**src/rtl/lmfsd_pkg.sv**
```systemverilog
// Package for the LED matrix frame scan driver.
// Holds the command codes, controller states and fixed field widths.
// No dependencies.
`default_nettype none

package lmfsd_pkg;

  // Frame geometry and field widths
  localparam int unsigned LMFSD_SIDE   = 16;
  localparam int unsigned LMFSD_ROW_W  = 16;
  localparam int unsigned LMFSD_COORD_W = 4;
  localparam int unsigned LMFSD_WORD_W = 32;
  localparam int unsigned LMFSD_IN_W   = 16;
  localparam int unsigned LMFSD_OUT_W  = 40;

  // Command codes
  typedef enum logic [1:0] {
    CMD_WRITE  = 2'd0,
    CMD_READ   = 2'd1,
    CMD_CLEAR  = 2'd2,
    CMD_RENDER = 2'd3
  } lmfsd_cmd_e;

  // Result kinds
  typedef enum logic {
    KIND_PIXEL = 1'b0,
    KIND_ROW   = 1'b1
  } lmfsd_kind_e;

  // Controller states
  typedef enum logic [1:0] {
    ST_IDLE   = 2'd0,
    ST_WRITE  = 2'd1,
    ST_READ   = 2'd2,
    ST_RENDER = 2'd3
  } lmfsd_state_e;

endpackage

`default_nettype wire

```
**src/rtl/led_matrix_frame_scan_driver_core.sv**
```systemverilog
// A write is accepted, then written back in ST_WRITE; a read answer enters the output
// register from ST_READ when the output is free; a render reads each row word, then loads it,
// one per cycle while the output is not stalled, paced by the single frame read port.
// Commands are taken one at a time; a clear is done at accept. Reset is asynchronous, active
// low; per-row valid flags make the frame read all-off after reset, with no clearing pass.
// Depends on lmfsd_pkg.
`default_nettype none

module led_matrix_frame_scan_driver_core
  import lmfsd_pkg::*;
#(
  parameter int unsigned Side = LMFSD_SIDE
) (
  input  wire logic                   clk_i,
  input  wire logic                   rst_ni,
  // Command words
  input  wire logic                   s_axis_tvalid_i,
  output logic                        s_axis_tready_o,
  // [1:0] command, [5:2] x, [9:6] y, [10] pixel_on, [15:11] zero
  input  wire logic [LMFSD_IN_W-1:0]  s_axis_tdata_i,
  // Result words
  output logic                        m_axis_tvalid_o,
  input  wire logic                   m_axis_tready_i,
  // [0] pixel_value, [4:1] row_index, [36:5] shift_word, [39:37] zero
  output logic [LMFSD_OUT_W-1:0]      m_axis_tdata_o,
  // [0] kind
  output logic                        m_axis_tuser_o,
  output logic                        m_axis_tlast_o
);

  localparam int unsigned AddrW = $clog2(Side);
  localparam logic [AddrW-1:0] LastRow = AddrW'(Side - 1);

  // Input field decode
  lmfsd_cmd_e               in_cmd;
  logic [LMFSD_COORD_W-1:0] in_x;
  logic [LMFSD_COORD_W-1:0] in_y;
  logic                     in_on;

  assign in_cmd = lmfsd_cmd_e'(s_axis_tdata_i[1:0]);
  assign in_x   = s_axis_tdata_i[5:2];
  assign in_y   = s_axis_tdata_i[9:6];
  assign in_on  = s_axis_tdata_i[10];

  // State
  lmfsd_state_e state_q, state_d;

  logic [AddrW-1:0]         x_q;
  logic [LMFSD_COORD_W-1:0] y_q;
  logic                     on_q;

  logic [Side-1:0]          row_vld_q;
  logic                     rd_vld_q;
  logic [LMFSD_ROW_W-1:0]   rd_data_q;
  logic [LMFSD_ROW_W-1:0]   mem [Side];

  logic [AddrW-1:0]         rd_row_q;
  logic                     rd_busy_q;
  logic                     pend_q;
  logic [AddrW-1:0]         ld_row_q;

  logic                     out_valid_q;
  lmfsd_kind_e              out_kind_q;
  logic                     out_pix_q;
  logic [LMFSD_COORD_W-1:0] out_row_q;
  logic [LMFSD_WORD_W-1:0]  out_word_q;
  logic                     out_last_q;

  // Control
  logic                     in_acc;
  logic                     out_free;
  logic                     rd_en;
  logic [AddrW-1:0]         rd_addr;
  logic                     wr_en;
  logic [LMFSD_ROW_W-1:0]   wr_data;
  logic                     load_read;
  logic                     load_row;
  logic [LMFSD_ROW_W-1:0]   eff_row;
  logic [LMFSD_ROW_W-1:0]   y_bit;
  logic [LMFSD_ROW_W-1:0]   row_sel;

  assign in_acc   = s_axis_tvalid_i && s_axis_tready_o;
  assign out_free = !out_valid_q || m_axis_tready_i;
  // Rows never written since reset or clear read as all off
  assign eff_row  = rd_vld_q ? rd_data_q : '0;
  assign y_bit    = LMFSD_ROW_W'(1) << y_q;
  assign row_sel  = LMFSD_ROW_W'(1) << ld_row_q;
  assign wr_data  = on_q ? (eff_row | y_bit) : (eff_row & ~y_bit);

  // Next state
  always_comb begin
    state_d = state_q;
    case (state_q)
      ST_IDLE: begin
        if (in_acc) begin
          case (in_cmd)
            CMD_WRITE:  state_d = ST_WRITE;
            CMD_READ:   state_d = ST_READ;
            CMD_RENDER: state_d = ST_RENDER;
            default:    state_d = ST_IDLE;
          endcase
        end
      end
      ST_WRITE: state_d = ST_IDLE;
      ST_READ: begin
        if (out_free) state_d = ST_IDLE;
      end
      ST_RENDER: begin
        if (load_row && ld_row_q == LastRow) state_d = ST_IDLE;
      end
      default: state_d = ST_IDLE;
    endcase
  end

  // Controller outputs
  always_comb begin
    s_axis_tready_o = 1'b0;
    rd_en           = 1'b0;
    rd_addr         = in_x[AddrW-1:0];
    wr_en           = 1'b0;
    load_read       = 1'b0;
    load_row        = 1'b0;
    case (state_q)
      ST_IDLE: begin
        s_axis_tready_o = 1'b1;
        rd_en = s_axis_tvalid_i && (in_cmd == CMD_WRITE || in_cmd == CMD_READ);
      end
      ST_WRITE: wr_en = 1'b1;
      ST_READ:  load_read = out_free;
      ST_RENDER: begin
        load_row = pend_q && out_free;
        // Keep one row in flight; refill as the held row leaves
        if (rd_busy_q && (!pend_q || load_row)) begin
          rd_en   = 1'b1;
          rd_addr = rd_row_q;
        end
      end
      default: ;
    endcase
  end

  // Frame memory, one row per word, registered read
  always_ff @(posedge clk_i) begin
    if (wr_en) begin
      mem[x_q] <= wr_data;
    end
    if (rd_en) begin
      rd_data_q <= mem[rd_addr];
    end
  end

  // Command payload capture
  always_ff @(posedge clk_i) begin
    if (in_acc) begin
      x_q  <= in_x[AddrW-1:0];
      y_q  <= in_y;
      on_q <= in_on;
    end
  end

  // Control registers
  always_ff @(posedge clk_i or negedge rst_ni) begin
    if (!rst_ni) begin
      state_q     <= ST_IDLE;
      row_vld_q   <= '0;
      rd_vld_q    <= 1'b0;
      rd_row_q    <= '0;
      rd_busy_q   <= 1'b0;
      pend_q      <= 1'b0;
      ld_row_q    <= '0;
      out_valid_q <= 1'b0;
    end else begin
      state_q <= state_d;
      // Row valid flags; clear drops them all at once
      if (in_acc && in_cmd == CMD_CLEAR) begin
        row_vld_q <= '0;
      end else if (wr_en) begin
        row_vld_q[x_q] <= 1'b1;
      end
      if (rd_en) begin
        rd_vld_q <= row_vld_q[rd_addr];
      end
      // Render row counters
      if (in_acc && in_cmd == CMD_RENDER) begin
        rd_row_q  <= '0;
        rd_busy_q <= 1'b1;
        pend_q    <= 1'b0;
        ld_row_q  <= '0;
      end else if (state_q == ST_RENDER) begin
        if (rd_en) begin
          rd_row_q <= rd_row_q + AddrW'(1);
          if (rd_row_q == LastRow) rd_busy_q <= 1'b0;
          pend_q <= 1'b1;
        end else if (load_row) begin
          pend_q <= 1'b0;
        end
        if (load_row) ld_row_q <= ld_row_q + AddrW'(1);
      end
      // Output register handshake
      if (load_read || load_row) begin
        out_valid_q <= 1'b1;
      end else if (m_axis_tready_i) begin
        out_valid_q <= 1'b0;
      end
    end
  end

  // Output payload
  always_ff @(posedge clk_i) begin
    if (load_read) begin
      out_kind_q <= KIND_PIXEL;
      out_pix_q  <= eff_row[y_q];
      out_row_q  <= '0;
      out_word_q <= '0;
      out_last_q <= 1'b1;
    end else if (load_row) begin
      out_kind_q <= KIND_ROW;
      out_pix_q  <= 1'b0;
      out_row_q  <= LMFSD_COORD_W'(ld_row_q);
      out_word_q <= {~row_sel, ~eff_row};
      out_last_q <= (ld_row_q == LastRow);
    end
  end

  assign m_axis_tvalid_o = out_valid_q;
  assign m_axis_tdata_o  = {3'b000, out_word_q, out_row_q, out_pix_q};
  assign m_axis_tuser_o  = out_kind_q;
  assign m_axis_tlast_o  = out_last_q;

endmodule

`default_nettype wire

```
**config.mk**
```make
export PLATFORM = sky130hd
export DESIGN_NAME = led_matrix_frame_scan_driver_core
export DESIGN_NICKNAME = d
export VERILOG_FILES = /design/src/rtl/lmfsd_pkg.sv /design/src/rtl/led_matrix_frame_scan_driver_core.sv
export SDC_FILE = /design/constraint.sdc
export NUM_CORES = 1
export LEC_CHECK = 0
export ABC_AREA = 1
export BUFFER_PORTS_ARGS = -buffer_cell sky130_fd_sc_hd__buf_4
export CAP_MARGIN = 10
export CORE_AREA = 2 2 176 178
export DETAILED_ROUTE_END_ITERATION = 12
export DIE_AREA = 0 0 178 180
export PLACE_DENSITY = 0.65
export SYNTH_ARGS = -nofsm -noshare
export SYNTH_HDL_FRONTEND = slang
export SYNTH_SLANG_ARGS = --single-unit
```
**constraint.sdc**
```tcl
create_clock -name clk_i -period 5.5 [get_ports clk_i]
set_input_delay 0.275 -clock clk_i [delete_from_list [all_inputs] [get_ports clk_i]]
set_output_delay 0.275 -clock clk_i [all_outputs]
set_load 0.01 [all_outputs]
```
==> flow_summary_export.csv <==
group,metric,value,unit
status,status,"finished, final reports clean",
grt,gr-usage-all-layers,22.3,%
logic_synthesis,synth-edff-count,282,
clock_tree,post_cts_buffers,0,
die,dieWidth,178,um
run,cap_viol_max_count,0,
worst_setup_path,max_stage_delay,0.61,ns
grt,use_met2,36.2,%
die,io-pin-count,64,
route,dr.pass1.iters,5,
route,wirelength,35400,um
logic_synthesis,synth-seq-cells,350,
layout,syn2layout_area_growth,14.4,%
grt,gr-usage-met1,30.7,%
worst_setup_path,crit_fanout,72,
clock_tree,cts.sinks,350,
power,p_leak,6.45,nW
timing,worst_pin_slew,1.15,ns
logic_synthesis,ys_top_cells_by_count,"edfxtp_1 (282), nand2_1 (172), inv_1 (139), nor2_1 (121), o21ai_0 (116)",
timing,finalCritPeriodShare,59.6,%
logic_synthesis,synth-compound-area-share,13.5,%
die,core,0.0302,mm^2
place,place_hpwl,19600,um
route,drtIter0Drc,793,
logic_synthesis,ys_top_cells_by_area,"edfxtp_1 (57%), o211ai_1 (5.2%), dfxtp_1 (5.1%), dfrtp_1 (5.1%), nand2_1 (4.4%)",
power,power.density,450,mW/mm^2
logic_synthesis,synth_top_family_by_area,"compound AO/OA/AOI/OAI gates",
worst_setup_path,path_buf_inv,2,
timing,slew_headroom,23.1,%
layout,drive_gt1_share,15.1,%
power,vdd_drop_max,267,uV
grt,grt_max_degree,73,
grt,antenna_found_initial,0,
timing,fin_crit,3.28,ns
worst_setup_path,path_class,"reg -> reg",
timing,drv_slew,0,
timing,final_hold_viol_count,0,
grt,grt_busiest_layer,"met2",
worst_setup_path,crit_path_start_kind,"flip-flop",
logic_synthesis,ys.flop_type,"edfxtp_1",
grt,grt_overflow,0,
worst_setup_path,crit_chain,"ha_1 > nand2_1 > inv_2 > nand2_2 > nand2_1 > nand2_4 > buf_4 > nand2_1 > o211ai_1 > o211ai_1 > nand3_1 > nand2_1",
worst_setup_path,path_delay_family,"simple AND/OR/NAND/NOR gates",
timing,setup_viol,0,
grt,met3_usage,3.70,%
logic_synthesis,synth_xor_area_share,0,%
timing,finalClockSkew,0.0159,ns
layout,instances_no_fill,1768,
timing,timing.setup.tns,0,ns
die,die_area,0.0320,mm^2
clock_tree,path_clk_slew,0.06,ns
logic_synthesis,yosys.area.top_type,"edfxtp_1",
place,io_buffers,55,
grt,grt_pass1_vias,9405,
clock_tree,cts_tree,"yes",
worst_setup_path,crit_top_cell,"nand2_1",
logic_synthesis,async_flop_share,8.57,%
layout,fillers,2474,
clock_tree,htreeDepth,2,
die,start_util,49.1,%
worst_setup_path,critPathArrivalTime,3.55,ns
logic_synthesis,synthMuxAreaShare,0,%
logic_synthesis,seq_area_frac_synth,67.3,%
die,rows,64,
logic_synthesis,yosys.area.top_type_share,57.1,%
logic_synthesis,syn_inst,1266,
worst_setup_path,crit_path_end_kind,"flip-flop",
timing,fin_ws,2.22,ns
layout,multi_input_area,0.00391,mm^2
layout,antenna_cells,0,
hold_path,hp-class,"in -> reg",
place,pre_cts_ws,2.24,ns
place,place.gp.congestion,0.823,
logic_synthesis,ys.warnings.count,0,
route,wire_per_inst,20.0,um
logic_synthesis,synth_area,0.0148,mm^2
route,vias,9761,
logic_synthesis,synth_adder_area_share,1.35,%
layout,seq_area,0.00998,mm^2
timing,whs,0.0853,ns
layout,post-route-util,56.2,%
route,ant_nets,0,
route,vias_per_cell,5.52,
grt,grt_pass1_wl,54000,um
place,dpl.cell_count,1690,
logic_synthesis,yosysUniqueCellTypes,44,
clock_tree,root_buffer,"clkbuf_16",
route,drc_errors,0,
worst_setup_path,required,5.77,ns
clock_tree,cts_made_buffers,37,
logic_synthesis,yosys.area_share.simple,11.1,%
clock_tree,clk-insertion-delay-late,0.53,ns
layout,nets,1379,
worst_setup_path,cp_slowest_cell,"nand2_4",
logic_synthesis,postSynthAreaPerCell,11.7,um^2
clock_tree,clockBufferDepth,3,
timing,rsz0062_at_grt,"false",
logic_synthesis,synth.most_common_cell,"edfxtp_1",
timing,max_freq,305,MHz
die,die_h,180,um
==> path summary, 6_finish.rpt <==
kind | depth (start not counted) | startpoint | slack, ns | endpoint
hold reg to reg | 2 | out_row_q[2] | 0.46 | out_row_q[2]
setup / recovery | 12 | state_q[0] | 2.22 | rd_data_q[6]
max in group asynchronous | 2 | rst_ni | 4.96 | row_vld_q[14]
setup reg to reg | 12 | state_q[0] | 2.22 | rd_data_q[6]
hold / removal | 4 | m_axis_tready_i | 0.09 | m_axis_tvalid_o
min in group asynchronous | 2 | rst_ni | 0.22 | pend_q
==> cells by family (layout without fill, tap and decap cells) <==
logic type               Yosys count  after routing
other                              1              3
flip-flops                       350            350
buffers and inverters            216            320
adder cells (fa/ha/maj)           16             16
AO/OA/AOI/OAI                    289            289
AND/OR/NAND/NOR                  394            394
==> cell type report <==
| type | instances | share of cell area [%] |
|---|---|---|
| Clock buffer | 46 | 5.90 |
| Clock inverter | 22 | 1.12 |
| Inverter | 147 | 3.25 |
| Tap cell | 396 | 2.92 |
| Timing Repair Buffer | 105 | 4.87 |
| Sequential cell | 350 | 58.9 |
| Multi-Input combinational cell | 702 | 23.1 |
==> power breakdown <==
part	total [mW]	switching (mW)	internal, mW
Combinational	1.72	1.19	0.535
Sequential	3.48	0.155	3.33
Clock	2.43	1.03	1.40
Total	7.63	2.37	5.26
==> layout by cell type (no fill, tap or decap), types with 3 or more instances in the layout <==
cell	instances
nor2_2	17
a31oi_1	6
nor3_1	6
nand2_2	3
a22oi_1	3
edfxtp_1	282
o211ai_2	23
conb_1	3
nand3_1	85
o21ai_1	4
dfrtp_1	30
o211ai_1	103
clkinv_2	6
dlygate4sd3_1	10
inv_1	139
clkbuf_16	38
clkbuf_1	6
a32o_1	8
clkinv_1	11
inv_2	3
buf_4	94
dfxtp_1	38
a21oi_1	13
nor2_1	104
o21ai_0	116
nand2_1	172
ha_1	16
o21ai_4	3
==> through the flow <==
stage | cell area [um^2] | power (mW)
3_3_place_gp | 15700 | 5.20
6_report | 17000 | 7.63
3_5_place_dp | 15700 | 5.24
2_1_floorplan | 14800 | 4.64
4_1_cts | 17000 | 7.67
5_1_grt | 17000 | 8.00
==> state kept, by name, indices dropped and copies added, names as in the netlist, 2 cells and up <==
signal      cells
mem           256
out_word_q     32
rd_data_q      16
row_vld_q      16
ld_row_q        4
out_row_q       4
rd_row_q        4
x_q             4
y_q             4
state_q         2
==> what timing repair did <==
action	4_1_cts	5_1_grt
hold buffers	10	0
hold endpoints to repair	39	0
gates resized for setup	0	0
==> layer usage <==
metal  share of wire [%]  wire, um  vias up
met4                 2.8       993        0
met2                  48     16900      314
met1                  43     15200     4748
met3                 6.2      2210       67
met5                   0         0        -
li1                    -         -     4632
==> worst register-to-register path: stages (launching register included) <==
cell and delay [ns]:
dfrtp_1 0.41, ha_1 0.27, nand2_1 0.10, inv_2 0.05, nand2_2 0.33, nand2_1 0.20, nand2_4 0.61, buf_4 0.50
nand2_1 0.09, o211ai_1 0.09, o211ai_1 0.13, nand3_1 0.13, nand2_1 0.09
Note: power is estimated with default switching activity, not from simulation.
